`src/hw/rtl/assert_macros.svh`:
```
// ----------------------------------------------------------------------------
// Assertion macros
// Shared wrappers for concurrent assertions clocked by clk and reset by rst_n.
// ----------------------------------------------------------------------------
`ifndef ASSERT_MACROS_SVH
`define ASSERT_MACROS_SVH

// Same-cycle implication.
`define C2G_ASSERT_IMP(lbl, ante, cons, msg) \
    lbl: assert property (@(posedge clk) disable iff (!rst_n) (ante) |-> (cons)) \
        else $error(msg);

// Next-cycle implication.
`define C2G_ASSERT_NEXT(lbl, ante, cons, msg) \
    lbl: assert property (@(posedge clk) disable iff (!rst_n) (ante) |=> (cons)) \
        else $error(msg);

`endif

```
`src/hw/rtl/c2g_pkg.sv`:
```
// ----------------------------------------------------------------------------
// c2g_pkg
// Types, constants and the arctangent table of the Cartesian to geodetic core.
// ----------------------------------------------------------------------------
package c2g_pkg;

    localparam int MAX_ITERATIONS = 16;
    localparam int CORDIC_STAGES  = 32;
    localparam int TABLE_LEN      = 48;
    localparam int TAB_IDX_W      = 6;
    localparam int STAGE_W        = $clog2(CORDIC_STAGES);
    localparam int ITER_W         = $clog2(MAX_ITERATIONS);
    localparam int DW             = 64;
    localparam int ANG_W          = 34;
    localparam int CFG_W          = 37;
    localparam int CFG_IDX_W      = 2;

    localparam logic signed [31:0] ONE_Q30   = 32'sd1073741824;
    localparam logic signed [31:0] INV_K_Q30 = 32'sd652032874;
    localparam logic signed [31:0] QUARTER   = 32'sd1073741824;
    localparam logic [36:0]        FLAT_MAX  = 37'h1000000000;

    localparam logic [32:0] SEMI_RESET  = 33'd6378137000;
    localparam logic [36:0] FLAT_RESET  = 37'd3686454312;
    localparam logic [15:0] LIMIT_RESET = 16'd1;

    localparam logic signed [63:0] H_MAX = 64'sd34359738367;
    localparam logic signed [63:0] H_MIN = -64'sd34359738368;

    typedef enum logic [CFG_IDX_W-1:0] {
        CFG_SEMI  = 2'd0,
        CFG_FLAT  = 2'd1,
        CFG_LIMIT = 2'd2
    } cfg_idx_t;

    typedef struct packed {
        logic signed [35:0] pos_x;
        logic signed [35:0] pos_y;
        logic signed [35:0] pos_z;
    } point_t;

    typedef struct packed {
        logic signed [31:0] lat_angle;
        logic signed [31:0] lon_angle;
        logic signed [35:0] height_mm;
        logic               converged;
    } result_t;

    typedef enum logic [4:0] {
        OP_E2, OP_AE2, OP_POLAR, OP_LON, OP_P, OP_B1, OP_SC, OP_RY, OP_CW, OP_W,
        OP_PW, OP_ZW, OP_AS, OP_B, OP_CHK, OP_PC, OP_ZS, OP_AW, OP_OUT
    } op_t;

    typedef enum logic [4:0] {
        S_IDLE, S_E2, S_AE2, S_POLAR, S_LON, S_P, S_B1, S_SC, S_RY, S_CW, S_W,
        S_PW, S_ZW, S_AS, S_B, S_CHK, S_PC, S_ZS, S_AW, S_OUT
    } state_t;

    typedef enum logic [1:0] {
        MP_IDLE, MP_LO, MP_HI, MP_SUM
    } mul_ph_t;

    typedef enum logic {
        CM_VEC, CM_ROT
    } cmode_t;

    typedef struct packed {
        logic load;
        logic go;
        op_t  op;
    } cmd_t;

    typedef struct packed {
        logic done;
        logic polar;
        logic hit;
    } stat_t;

    function automatic logic [31:0] atan_entry(input logic [TAB_IDX_W-1:0] idx);
        logic [31:0] v;
        begin
            case (idx)
                6'd0:    v = 32'd536870912;
                6'd1:    v = 32'd316933406;
                6'd2:    v = 32'd167458907;
                6'd3:    v = 32'd85004756;
                6'd4:    v = 32'd42667331;
                6'd5:    v = 32'd21354465;
                6'd6:    v = 32'd10679838;
                6'd7:    v = 32'd5340245;
                6'd8:    v = 32'd2670163;
                6'd9:    v = 32'd1335087;
                6'd10:   v = 32'd667544;
                6'd11:   v = 32'd333772;
                6'd12:   v = 32'd166886;
                6'd13:   v = 32'd83443;
                6'd14:   v = 32'd41722;
                6'd15:   v = 32'd20861;
                6'd16:   v = 32'd10430;
                6'd17:   v = 32'd5215;
                6'd18:   v = 32'd2608;
                6'd19:   v = 32'd1304;
                6'd20:   v = 32'd652;
                6'd21:   v = 32'd326;
                6'd22:   v = 32'd163;
                6'd23:   v = 32'd81;
                6'd24:   v = 32'd41;
                6'd25:   v = 32'd20;
                6'd26:   v = 32'd10;
                6'd27:   v = 32'd5;
                6'd28:   v = 32'd3;
                6'd29:   v = 32'd1;
                6'd30:   v = 32'd1;
                default: v = 32'd0;
            endcase
            return v;
        end
    endfunction

endpackage

```
`src/hw/rtl/c2g_ctrl.sv`:
```
// ----------------------------------------------------------------------------
// c2g_ctrl
// Sequencer: issues one datapath operation in each state but idle, waits for its
// completion, and runs the latitude iteration loop.
// ----------------------------------------------------------------------------
module c2g_ctrl (
    input  logic           clk,
    input  logic           rst_n,
    input  logic           start,
    output logic           busy,
    output c2g_pkg::cmd_t  cmd,
    input  c2g_pkg::stat_t stat
);

    c2g_pkg::state_t             state_reg, state_next;
    logic                        pend_reg, pend_next;
    logic                        final_reg, final_next;
    logic [c2g_pkg::ITER_W-1:0]  iter_reg, iter_next;
    logic                        in_op;

    always_comb
    begin
        state_next = state_reg;
        final_next = final_reg;
        iter_next  = iter_reg;
        case (state_reg)
            c2g_pkg::S_IDLE:
                if (start)
                begin
                    state_next = c2g_pkg::S_E2;
                    final_next = 1'b0;
                    iter_next  = '0;
                end
            c2g_pkg::S_E2:    if (stat.done) state_next = c2g_pkg::S_AE2;
            c2g_pkg::S_AE2:
                if (stat.done)
                    state_next = stat.polar ? c2g_pkg::S_POLAR : c2g_pkg::S_LON;
            c2g_pkg::S_POLAR:
                if (stat.done)
                begin
                    state_next = c2g_pkg::S_SC;
                    final_next = 1'b1;
                end
            c2g_pkg::S_LON:   if (stat.done) state_next = c2g_pkg::S_P;
            c2g_pkg::S_P:     if (stat.done) state_next = c2g_pkg::S_B1;
            c2g_pkg::S_B1:    if (stat.done) state_next = c2g_pkg::S_SC;
            c2g_pkg::S_SC:    if (stat.done) state_next = c2g_pkg::S_RY;
            c2g_pkg::S_RY:    if (stat.done) state_next = c2g_pkg::S_CW;
            c2g_pkg::S_CW:    if (stat.done) state_next = c2g_pkg::S_W;
            c2g_pkg::S_W:
                if (stat.done)
                    state_next = final_reg ? c2g_pkg::S_PC : c2g_pkg::S_PW;
            c2g_pkg::S_PW:    if (stat.done) state_next = c2g_pkg::S_ZW;
            c2g_pkg::S_ZW:    if (stat.done) state_next = c2g_pkg::S_AS;
            c2g_pkg::S_AS:    if (stat.done) state_next = c2g_pkg::S_B;
            c2g_pkg::S_B:     if (stat.done) state_next = c2g_pkg::S_CHK;
            c2g_pkg::S_CHK:
                if (stat.done)
                begin
                    state_next = c2g_pkg::S_SC;
                    if (stat.hit ||
                        iter_reg == c2g_pkg::ITER_W'(c2g_pkg::MAX_ITERATIONS - 1))
                        final_next = 1'b1;
                    else
                        iter_next = iter_reg + 1'b1;
                end
            c2g_pkg::S_PC:    if (stat.done) state_next = c2g_pkg::S_ZS;
            c2g_pkg::S_ZS:    if (stat.done) state_next = c2g_pkg::S_AW;
            c2g_pkg::S_AW:    if (stat.done) state_next = c2g_pkg::S_OUT;
            c2g_pkg::S_OUT:   if (stat.done) state_next = c2g_pkg::S_IDLE;
            default:          state_next = c2g_pkg::S_IDLE;
        endcase

        pend_next = pend_reg;
        if (in_op)
        begin
            if (stat.done)
                pend_next = 1'b0;
            else if (!pend_reg)
                pend_next = 1'b1;
        end
    end

    always_comb
    begin
        in_op    = 1'b1;
        cmd.op   = c2g_pkg::OP_E2;
        case (state_reg)
            c2g_pkg::S_IDLE:  in_op  = 1'b0;
            c2g_pkg::S_E2:    cmd.op = c2g_pkg::OP_E2;
            c2g_pkg::S_AE2:   cmd.op = c2g_pkg::OP_AE2;
            c2g_pkg::S_POLAR: cmd.op = c2g_pkg::OP_POLAR;
            c2g_pkg::S_LON:   cmd.op = c2g_pkg::OP_LON;
            c2g_pkg::S_P:     cmd.op = c2g_pkg::OP_P;
            c2g_pkg::S_B1:    cmd.op = c2g_pkg::OP_B1;
            c2g_pkg::S_SC:    cmd.op = c2g_pkg::OP_SC;
            c2g_pkg::S_RY:    cmd.op = c2g_pkg::OP_RY;
            c2g_pkg::S_CW:    cmd.op = c2g_pkg::OP_CW;
            c2g_pkg::S_W:     cmd.op = c2g_pkg::OP_W;
            c2g_pkg::S_PW:    cmd.op = c2g_pkg::OP_PW;
            c2g_pkg::S_ZW:    cmd.op = c2g_pkg::OP_ZW;
            c2g_pkg::S_AS:    cmd.op = c2g_pkg::OP_AS;
            c2g_pkg::S_B:     cmd.op = c2g_pkg::OP_B;
            c2g_pkg::S_CHK:   cmd.op = c2g_pkg::OP_CHK;
            c2g_pkg::S_PC:    cmd.op = c2g_pkg::OP_PC;
            c2g_pkg::S_ZS:    cmd.op = c2g_pkg::OP_ZS;
            c2g_pkg::S_AW:    cmd.op = c2g_pkg::OP_AW;
            c2g_pkg::S_OUT:   cmd.op = c2g_pkg::OP_OUT;
            default:          in_op  = 1'b0;
        endcase
        // Each operation is issued once, on the first cycle of its state.
        cmd.go   = in_op && !pend_reg;
        cmd.load = (state_reg == c2g_pkg::S_IDLE) && start;
        busy     = (state_reg != c2g_pkg::S_IDLE);
    end

    always_ff @(posedge clk or negedge rst_n)
    begin
        if (!rst_n)
        begin
            state_reg <= c2g_pkg::S_IDLE;
            pend_reg  <= 1'b0;
            final_reg <= 1'b0;
            iter_reg  <= '0;
        end
        else
        begin
            state_reg <= state_next;
            pend_reg  <= pend_next;
            final_reg <= final_next;
            iter_reg  <= iter_next;
        end
    end

endmodule

```
`config.mk`:
```
export PLATFORM = sky130hd
export DESIGN_NAME = c2g_ctrl
export DESIGN_NICKNAME = d
export VERILOG_FILES = /design/src/hw/rtl/assert_macros.svh /design/src/hw/rtl/c2g_pkg.sv /design/src/hw/rtl/c2g_ctrl.sv
export SDC_FILE = /design/constraint.sdc
export NUM_CORES = 1
export LEC_CHECK = 0
export BUFFER_PORTS_ARGS = -buffer_cell sky130_fd_sc_hd__buf_4
export CAP_MARGIN = 20
export CORE_MARGIN = 1
export CORE_UTILIZATION = 50
export CTS_CLUSTER_SIZE = 12
export DETAILED_ROUTE_END_ITERATION = 10
export PLACE_DENSITY_LB_ADDON = 0.25
export SLEW_MARGIN = 5
export SYNTH_ARGS = -nofsm -noshare
export SYNTH_HDL_FRONTEND = slang
export SYNTH_SLANG_ARGS = --single-unit
```
`constraint.sdc`:
```
create_clock -name clk -period 3.74 [get_ports clk]
set_input_delay 0.187 -clock clk [delete_from_list [all_inputs] [get_ports clk]]
set_output_delay 0.187 -clock clk [all_outputs]
set_load 0.005 [all_outputs]
```
Word-level counts from Yosys, hierarchy flattened. Cells that the tools add are included.

Flip-flop bits (word level): 11. Input bits: 6. Logic and storage cells: 93. Output and inout bits: 8.

Reduce and logical (&&, ||, !) cells: 13. Add/sub/neg operators: 1. Equality and inequality tests: 42. Muxes and demuxes: 33.

Operators by type and width (number): $pmux W5 S18 (2); $mux W5 (19); $ne A2 B2 Y1 const B (21); $eq A5 B4 Y1 const B (8); $eq A5 B3 Y1 const B (4); $eq A5 B5 Y1 const B (4); $reduce_or A19 Y1 (1); $reduce_and A18 Y1 (1); $mux W4 (3); $eq A5 B2 Y1 const B (2); $pmux W4 S2 (1); $mux W1 (6); $eq A5 B1 Y1 const B (1); $logic_not A5 Y1 (1); $reduce_and A5 Y1 (1); $reduce_bool A5 Y1 (1); $add A4 B1 Y4 const B (1); $eq A4 B4 Y1 const B (1); $reduce_and A4 Y1 (1); $mux W3 (1); $pmux W1 S3 (1); $reduce_bool A3 Y1 (1); $reduce_or A3 Y1 (1); $logic_and A1 B1 Y1 (2); 4 further kinds (4).

Logic depth before layout (Yosys ltp).
Depth in word-level cells: 5. Mapped depth: 6.

Worst setup path after synthesis. OpenSTA, ideal clock, no wires.

Kind: flip-flop to flip-flop. Start point: register iter_reg[0] in the netlist's numbering. End point: register iter_reg[3] in the netlist's numbering. Data arrival time: 1472 ps. Library setup time: 77 ps. Required time: 3663 ps. Setup slack: 2191 ps. Stages on the path, launching flop included: 6. Period minus slack after synthesis: 1549 ps. Cell sequence: dfrtp_1 -> ha_1 -> a31oi_1 -> nand3_4 -> or3_1 -> a21oi_1.

Longest elaborated chain between the ends: 4.

RTL lines: start, declared (RTL line c2g_ctrl.sv:18) `logic [c2g_pkg::ITER_W-1:0] iter_reg, iter_next;`; start signal, assigned (RTL line c2g_ctrl.sv:131) `iter_reg <= iter_next;`; $add A4 B1 Y4 or $eq A4 B4 Y1 (tied branches) (RTL line c2g_ctrl.sv:65, c2g_ctrl.sv:62); $mux W4 or $logic_or A1 B1 Y1 (tied branches) (RTL line c2g_ctrl.sv:61) `if (stat.hit ||`; $mux W4 or $ne A2 B2 Y1 (tied branches); $pmux W4 S2 or $reduce_and A4 Y1 (tied branches).

Several ways; a longest one is shown, not always the timed one. The select of a mux whose other input is x is not followed. A chain may end at the register's enable or synchronous reset.

==> reports/metrics.yaml <==
grt_use_total_pct: 23.39
dieArea_mm2: 0.001991
yosysWarnings: 0
status: "finished, final reports clean"
ant_nets: 0
syn_to_final_growth_pct: 12.40
place_area_um2: 984.7
cts_tree: "yes"
cts_setup_buffers: 0
num_antenna_cells: 0
ys_types: 46
ir_drop_mv: 0.5584
ys_seq_elements: 11
final_cells: 141
synth_edf_count: 0
fp.coreArea_mm2: 0.001708
synth_ff_type: "dfrtp_1"
crit_fanout: 18
die-width_um: 44.63
synth_area_leaders: "dfrtp_1 (30%), o21ai_0 (7.2%), nor2_1 (3.3%), o2bb2ai_1 (2.9%), nand2b_1 (2.8%)"
num_vias: 816
worstPathArrival_ps: 1760
num_rows: 15
setup-violations-final: 0
insertion_delay_ps: 280
grt_pass1_vias: 708
hold_class: "in2reg"
finalCriticalPeriod_ps: 1951
cp-start-kind: "flop"
path_class: "reg2out"
finalClockSkew_ps: 10.70
synth-seq-area-share_pct: 30.30
initial_core_util_pct: 53.19
cts_buffer_depth: 2
drv_slew: 0
synthesis.instances: 106
grt_pass1_wl_um: 3346
avgSynthCellArea_um2: 8.570
cts_resized: 0
clock_sinks: 11
die_height_um: 44.63
antenna_found_initial: 0
synth_largest_area_cell: "dfrtp_1"
p_leak_nw: 0.4238
cts_made_buffers: 3
portBuffers: 13
clk_pin_slew_ps: 90
fmax_mhz: 512.7
htreeDepth: 1
vias_per_cell: 5.787
grt_overflow: 0
grt_max_degree: 24
root_buffer: "clkbuf_4"
io_pins: 14
relSlewSlack_pct: 55.62
place_inst: 136
tightestPinTransition_ps: 665.7
final_hold_viol_count: 0
cts_hold_buf: 1
synth_nets: 113
dpl.hpwl_um: 1356
end_kind: "primary output"
yosysTopAreaCellShare_pct: 30.30
largest_register_ffs: 5
wl_per_cell_um: 14.09
syn_area_um2: 908.4
async_flop_share_pct: 100.0
nFillCells: 164
fin_crit_sh_pct: 52.16
finalInstanceArea_mm2: 0.001021
gp_congestion: 0.8323
final_nets: 124
rsz0062_at_grt: "false"
firstDrtPassIters: 4
drive_above_1_share_pct: 20.69
wl_um: 1987
cap_violations: 0
drc: 0
p_per_area_mw_per_mm2: 723.5
worstPathRequired_ps: 3550
drtIter0Drc: 15
fin_setup_tns_ps: 0
path summary, 6_finish.rpt:
kind | startpoint | slack [ps] | endpoint | cells past startpoint
max in group asynchronous | rst_n | 3310 | iter_reg[1] | 2
hold reg to reg | pend_reg | 530 | pend_reg | 2
setup reg to reg | state_reg[0] | 1910 | iter_reg[3] | 4
setup / recovery | state_reg[2] | 1790 | cmd[6] | 4
min in group asynchronous | rst_n | 270 | state_reg[4] | 2
hold / removal | stat[2] | 150 | pend_reg | 2
synth_stat cells, drive strengths merged, types with 2 or more instances:
library cell and n:
a21oi 3, and3b 2, buf 6, clkbuf 2
dfrtp 11, inv 4, nand2 5, nand2b 4
nand3 6, nor2 8, nor2b 3, nor3 5
nor3b 3, nor4 3, o21ai 14, o21bai 2
o2bb2ai 3, o31ai 2
metal layers:
layer  global-route usage [%]  routed length, µm
met1                    34.68               1030
met2                    33.82                873
met3                    3.673                 58
met4                    9.091                 25
met5                        0                  0
critical path, stage by stage, from the launching register on:
cell and delay [ps]:
dfrtp_1 580, nor3_1 440, nand3_2 230, inv_1 120, buf_4 110
cells in the final DEF, fill, tap and decap left out, types with 2 or more instances in the layout:
cell        n
o31ai_1     2
o2bb2ai_1   3
nor3b_1     2
nor4_1      2
nor2_1      8
clkbuf_4    3
a21oi_1     3
nand3_1     4
inv_1       4
nand2b_1    4
buf_4      13
o21ai_0    13
dfrtp_1    11
o21bai_1    2
nor2b_1     3
nor3_1      5
nand2_1     5
final cells by class:
class | count | area [µm²] | share of cell area [%]
clock buffers | 4 | 26.28 | 2.574
multi-input cells | 83 | 565.5 | 55.39
inverters | 4 | 15.01 | 1.471
flip-flops and latches | 11 | 275.3 | 26.96
repair buffers | 14 | 107.6 | 10.54
well taps | 25 | 31.28 | 3.064
report_power, final:
| part | switching [W] | internal [W] |
|---|---|---|
| clock network | 0.0000476 | 0.0000414 |
| registers | 0.000128 | 0.000156 |
| logic | 0.000168 | 0.000198 |
kinds of logic after synthesis:
family | synth area share [%]
AO/OA/AOI/OAI | 26.72
adder cells (fa/ha/maj) | 1.377
buffers and inverters | 7.437
flip-flops | 30.30
multiplexers | 2.342
AND/OR/NAND/NOR | 31.82
through the flow:
step	utilization [%]	hold WS, ps	total power [W]	setup WS (ps)
finish	59.78	146.2	0.0007387	1789
detailed placement	57.66	31.45	0.0006424	1950
CTS	59.78	144.7	0.0007347	1805
global route	59.78	160.6	0.0008012	1663
floorplan	-	-108.6	0.0005488	2191
global placement	57.66	31.74	0.0006375	1987
(Power assumes the default switching activity.)
